<file path="src/rtl/mass_histogram_binner_unit_assert.svh">
// Assertion macros used by the top-level RTL module.
`ifndef MASS_HISTOGRAM_BINNER_UNIT_ASSERT_SVH
`define MASS_HISTOGRAM_BINNER_UNIT_ASSERT_SVH
`ifndef SYNTH
`define MHB_ASSERT(lbl, prop, msg) \
  lbl: assert property (@(posedge clk) disable iff (!rst_n) prop) else $error(msg);
`define MHB_ASSERT_RST(lbl, prop, msg) \
  lbl: assert property (@(posedge clk) prop) else $error(msg);
`else
`define MHB_ASSERT(lbl, prop, msg)
`define MHB_ASSERT_RST(lbl, prop, msg)
`endif
`endif

</file>
<file path="src/rtl/mhb_pkg.sv">
`timescale 1ns / 1ps
package mhb_pkg;

  localparam int MAX_BINS  = 4096;
  localparam int BIN_AW    = $clog2(MAX_BINS);
  localparam int IDX_W     = 12;
  localparam int NB_W      = 13;
  localparam int CNT_W     = 16;
  localparam int WGT_W     = 17;
  localparam int DIV_W     = 34;
  localparam logic [CNT_W-1:0] CNT_MAX = '1;

  localparam logic [1:0] REQ_BUILD = 2'd0;
  localparam logic [1:0] REQ_ADD   = 2'd1;
  localparam logic [1:0] REQ_QUERY = 2'd2;
  localparam logic [1:0] REQ_OTHER = 2'd3;

  localparam logic [1:0] ST_OK      = 2'd0;
  localparam logic [1:0] ST_CLAMP   = 2'd1;
  localparam logic [1:0] ST_NOCOUNT = 2'd2;
  localparam logic [1:0] ST_FULL    = 2'd3;

  localparam logic [2:0] REG_MODE   = 3'd0;
  localparam logic [2:0] REG_WIDTH  = 3'd1;
  localparam logic [2:0] REG_GROWTH = 3'd2;
  localparam logic [2:0] REG_LOW    = 3'd3;
  localparam logic [2:0] REG_HIGH   = 3'd4;

  typedef struct packed {
    logic [1:0]  req_type;
    logic [31:0] mass;
  } in_beat_t;

  typedef struct packed {
    logic [WGT_W-1:0] weight;
    logic [IDX_W-1:0] bin_index;
    logic [CNT_W-1:0] bin_count;
    logic [NB_W-1:0]  number_of_bins;
    logic [1:0]       status;
  } out_beat_t;

  typedef struct packed {
    logic        relative_mode;
    logic [31:0] bin_width;
    logic [31:0] growth_factor;
    logic [31:0] lowest_mass;
    logic [31:0] highest_mass;
  } cfg_t;

  typedef struct packed {
    logic     valid;
    in_beat_t beat;
  } queue_head_t;

endpackage

</file>
<file path="src/rtl/mhb_front.sv">
`timescale 1ns / 1ps
module mhb_front import mhb_pkg::*; (
  input  logic        clk,
  input  logic        rst_n,
  input  logic        in_valid,
  output logic        in_stall,
  input  in_beat_t    in_beat,
  input  logic        hold,
  output queue_head_t head,
  input  logic        pop
);

  in_beat_t    slot_r [2];
  logic        wp_r, wp_nxt, rp_r, rp_nxt;
  logic [1:0]  cnt_r, cnt_nxt;
  logic        push;

  assign in_stall = (cnt_r == 2'd2) || hold;
  assign push     = in_valid && !in_stall;
  assign head.valid = (cnt_r != 2'd0);
  assign head.beat  = slot_r[rp_r];

  always_comb begin
    wp_nxt  = push ? ~wp_r : wp_r;
    rp_nxt  = pop ? ~rp_r : rp_r;
    cnt_nxt = cnt_r + {1'b0, push} - {1'b0, pop};
  end

  always_ff @(posedge clk) begin
    if (!rst_n) begin
      wp_r  <= 1'b0;
      rp_r  <= 1'b0;
      cnt_r <= 2'd0;
    end else begin
      wp_r  <= wp_nxt;
      rp_r  <= rp_nxt;
      cnt_r <= cnt_nxt;
    end
  end

  always_ff @(posedge clk) begin
    if (push) begin
      slot_r[wp_r] <= in_beat;
    end
  end

endmodule

</file>
<file path="config.mk">
export PLATFORM = sky130hd
export DESIGN_NAME = mhb_front
export DESIGN_NICKNAME = d
export VERILOG_FILES = /design/src/rtl/mass_histogram_binner_unit_assert.svh /design/src/rtl/mhb_pkg.sv /design/src/rtl/mhb_front.sv
export SDC_FILE = /design/constraint.sdc
export NUM_CORES = 1
export LEC_CHECK = 0
export BUFFER_PORTS_ARGS = -buffer_cell sky130_fd_sc_hd__buf_2
export CORE_ASPECT_RATIO = 1.5
export CORE_MARGIN = 1.5
export CORE_UTILIZATION = 47
export CTS_CLUSTER_DIAMETER = 40
export CTS_CLUSTER_SIZE = 40
export DETAILED_ROUTE_END_ITERATION = 8
export PLACE_DENSITY_LB_ADDON = 0.08
export SYNTH_ARGS = -nofsm -noshare
export SYNTH_HDL_FRONTEND = slang
export SYNTH_SLANG_ARGS = --single-unit
</file>
<file path="constraint.sdc">
create_clock -name clk -period 2.82 [get_ports clk]
set_clock_uncertainty 0.2 [all_clocks]
set_input_delay 0.141 -clock clk [delete_from_list [all_inputs] [get_ports clk]]
set_output_delay 0.141 -clock clk [all_outputs]
set_load 0.02 [all_outputs]
</file>
## Yosys cells after proc, flatten, opt, wreduce, memory -nomap -nowiden

Memories as Yosys holds them, arrays and structs flattened. A register that Yosys moved wholly into a read port is not among the register bits.
Index checks and enable logic that the tools add are counted.

- Bitwise gates (word level): 2
- Multiplexer cells: 4
- Equality and inequality tests: 1
- Reductions and logical operators: 4
- Add/subtract/negate cells: 2

Operators with widths:

| operator | number |
|---|---|
| 1-bit two-way mux | 4 |
| 2-bit by 1-bit adder with 2-bit output | 1 |
| 2-bit == test, second input constant | 1 |
| 1-bit inverter | 2 |
| 2-bit nonzero test | 1 |
| 2-bit by 1-bit subtractor with 2-bit output | 1 |
| 1-bit logical AND | 1 |
| 1-bit zero test | 1 |
| 1-bit logical OR | 1 |

- Bits in writable memories: 68
- Memories kept: 1
- Bits in registers: 4
- Output and inout bits: 36
- Word-level logic and storage cells: 17
- Bits of input ports: 39

Memory list:

| name | words | bits a word | read ports | clocked after memory_dff | write ports | line | source |
|---|---|---|---|---|---|---|---|
| slot_r | 2 | 34 | 1 | 1 | 1 | mhb_front.sv:13 | `in_beat_t slot_r [2];` |

## Logic depth before layout (Yosys ltp)

- Depth in word-level cells: 6
- Depth in mapped cells: 8
- Mapped depth without buffers: 8

## Least setup slack after synthesis

OpenSTA, ideal clock, no wires.

- Kind: register -> register
- From: register cnt_r[0]
- To: memory slot_r[0][0] in the netlist's numbering (enable)
- Required time: 2,195 ps
- Setup time: 425 ps
- Period minus slack after synthesis: 2,672 ps
- Buffers on the path: 0
- Path slack: 148 ps
- Stages on the path, launching flop included: 4
- Arrival: 2,047 ps
- Path through: dfxtp_1 nand2b_1 nand3b_1 nor2_1

- Word-level cells in the longest chain between the ends: 6

RTL lines:

| what | line | source |
|---|---|---|
| start: declaration | mhb_front.sv:15 | `logic [1:0] cnt_r, cnt_nxt;` |
| start signal: assignment | mhb_front.sv:37 | `cnt_r <= cnt_nxt;` |
| 2-bit == test | mhb_front.sv:18 | `assign in_stall = (cnt_r == 2'd2) \|\| hold;` |
| 1-bit logical OR | mhb_front.sv:18 |  |
| 1-bit zero test | mhb_front.sv:19 | `assign push = in_valid && !in_stall;` |
| 1-bit logical AND | mhb_front.sv:19 |  |
| 1-bit two-way mux | mhb_front.sv:42 | `if (push) begin` |
| 1-bit two-way mux (implied by the code) | mhb_front.sv:43 | `slot_r[wp_r] <= in_beat;` |
| end: declaration | mhb_front.sv:13 |  |

Every way passes these cells.

==> reports/results.ini <==
[clock_tree]
htreeDepth=3
cts.sinks=73
clock_latency_ps=330
cts_hold_buf=37
cts_resized=0
clockRootBuffer=clkbuf_8
cts_tree=done
clkSlewWorstSetupHoldPaths_ps=70
cts_buffers=9
postCtsSetupRepairBufs=0
clockBufferDepth=2

[floorplanning]
core_um2=5828
io_pins=75
die_w_um=66.52
num_rows=34
fp.dieH_um=98.27
dieArea_um2=6536
start_util_pct=48.80

[worst_setup_path]
crit_family=buffers and inverters
critPathSlowestCell=buf_4
path_max_fanout=27
crit_path_cell_trace=buf_4 -> mux2_2 -> buf_2
crit_path_start_kind=flop
crit_buf_inv=2
arrival_ps=1860
slowest_delay_ps=480
worstPathRequired_ps=2480
path_class=reg -> out
critPathCaptureType=output pin

[timing]
rsz0062_at_grt=false
period_minus_slack_ps=2202
worst_pin_slew_ps=491.1
fmaxAchievable_ghz=0.4541
whs_ps=147.3
finalCritPeriodShare_pct=78.10
hold_viol=0
finalSetupViolCount=0
fin_tns_setup_ps=0
maxSlewHeadroom_pct=67.26
slew_viol_final=0

[logic_synthesis]
yosys_register_bits=73
synth_cell_type_count=17
seq_area_frac_synth_pct=75.32
synth_area_um2=2844
yosysWarnings=0
synth_cells=131
syn-num-nets=172
syn_avg_cell_area_um2=21.71

[grt]
grt_pass1_wl_um=7755
grt_max_degree=28
grt-ovfl-total=0
grt-busiest-layer=met2
antenna_found_initial=0
globalRouteTotalUtil_pct=16.60
grt_pass1_vias=1745
grt_use_met3_pct=5.991
use_met1_pct=16.57
grt_use_met2_pct=29.46

[power]
power.total_mw=2.514
irDropWorstVdd_mv=0.4950
power.density_nw_per_um2=650.6
p_leak_nw=1.555

[finish]
layout.area.seq_um2=2143
multi_input_area_um2=638.1
final_util_pct=66.32
num-nets-final=295
final_layout_size_suffix_gt1_share_pct=50.58
num-fill-cells=415
diodes=0
stdcell_count=331
syn_to_final_growth_pct=35.90

[placed_design]
dp_hpwl_um=3144
placedCellCount=278
port_buffers=74
routabilityCongestion=0.6506

[routing]
wl_per_cell_um=14.48
via_count=1562
drt_iter0_markers=48
dr.pass1.iters=4
vias_per_cell=4.719
wl_um=4792
ant_nets=0
drcViolationCount=0

[run_status]
status=finished, final reports clean

[flow_run]
drv_cap=0

[hold_path]
hold_path_class=in -> reg

## state kept, by name (all words and copies together) (netlist names), named ones only
| name | count |
|---|---|
| slot_r | 68 |
| cnt_r | 2 |
| wp_r | 1 |
| rp_r | 1 |
## worst register-to-register path, delay by kind of cell, from the launching register on
kind,cells,cell delay [ps]
adders and majority gates,2,550
xor gates and xnor gates,2,310
and+or+nand+nor,3,560
DFF,1,340
buffers and inverters,1,40
## placed cells by master, fill, tap and decap left out, types with 4 or more instances in the layout
cell type      count
dlygate4sd3_1     37
buf_4              5
clkbuf_8          12
buf_2             74
mux2_4            30
mux2_2             4
and2_1             4
dfxtp_1            4
edfxtp_1          68
## layer usage
metal / wire [um] / vias to the layer above
met2: 2696 / 55
met4: 91 / 0
li1: - / 749
met5: 0 / -
met3: 257 / 8
met1: 1746 / 750
## logic make-up (layout without fill, tap and decap cells)
kind of cell	count (synthesis)	count (layout)	synth area share, %
DFF	73	73	75.32
muxes	35	35	17.77
and+or+nand+nor	12	12	2.332
buffers and inverters	6	134	2.772
xor gates and xnor gates	3	3	0.9241
adders and majority gates	2	2	0.8798
## path summary, 6_finish.rpt
path / start / to / slack (ps) / depth (start not counted)
worst max-delay path: flop / head[0] / 620 / 3
worst min-delay path: in_valid / wp_r$_SDFFE_PN0P_ / 150 / 3
worst max register to register: cnt_r[0]$_SDFF_PN0_ / cnt_r[1]$_SDFF_PN0_ / 730 / 8
worst min register to register: wp_r$_SDFFE_PN0P_ / wp_r$_SDFFE_PN0P_ / 370 / 2
## report_power, final
| group | internal [mW] | switching (mW) |
|---|---|---|
| Combinational | 0.205 | 0.206 |
| Clock | 0.477 | 0.344 |
| Sequential | 1.26 | 0.0256 |
| Total | 1.94 | 0.576 |
## layout make-up
cell class / instances / area share (%)
flip-flops and latches: 73 / 55.45
repair buffers: 116 / 20.14
multi-input cells: 52 / 16.51
clock buffers: 13 / 4.370
well taps: 72 / 2.331
clock inverters: 3 / 1.004
inverters: 2 / 0.1942
## stage by stage
stage	cell area, um^2	worst slack [ps]
floorplan	2844	147.5
global placement	3287	876.2
detailed placement	3287	744.7
CTS	3865	582.9
global route	3865	522.9
finish	3865	617.6
## synth_stat cells (all sizes together)
cell / n / area [um^2]
edfxtp: 68 / 2042
mux2: 34 / 495.5
dfxtp: 5 / 100.1
and2: 4 / 25.02
buf: 4 / 71.32
ha: 2 / 25.02
inv: 2 / 7.510
nand2: 2 / 7.510
nand2b: 2 / 12.51
nor2: 2 / 7.510
xnor2: 2 / 17.52
mux2i: 1 / 10.01
nand3b: 1 / 7.510
or2: 1 / 6.260
xor2: 1 / 8.760
(Power assumes the default switching activity.)
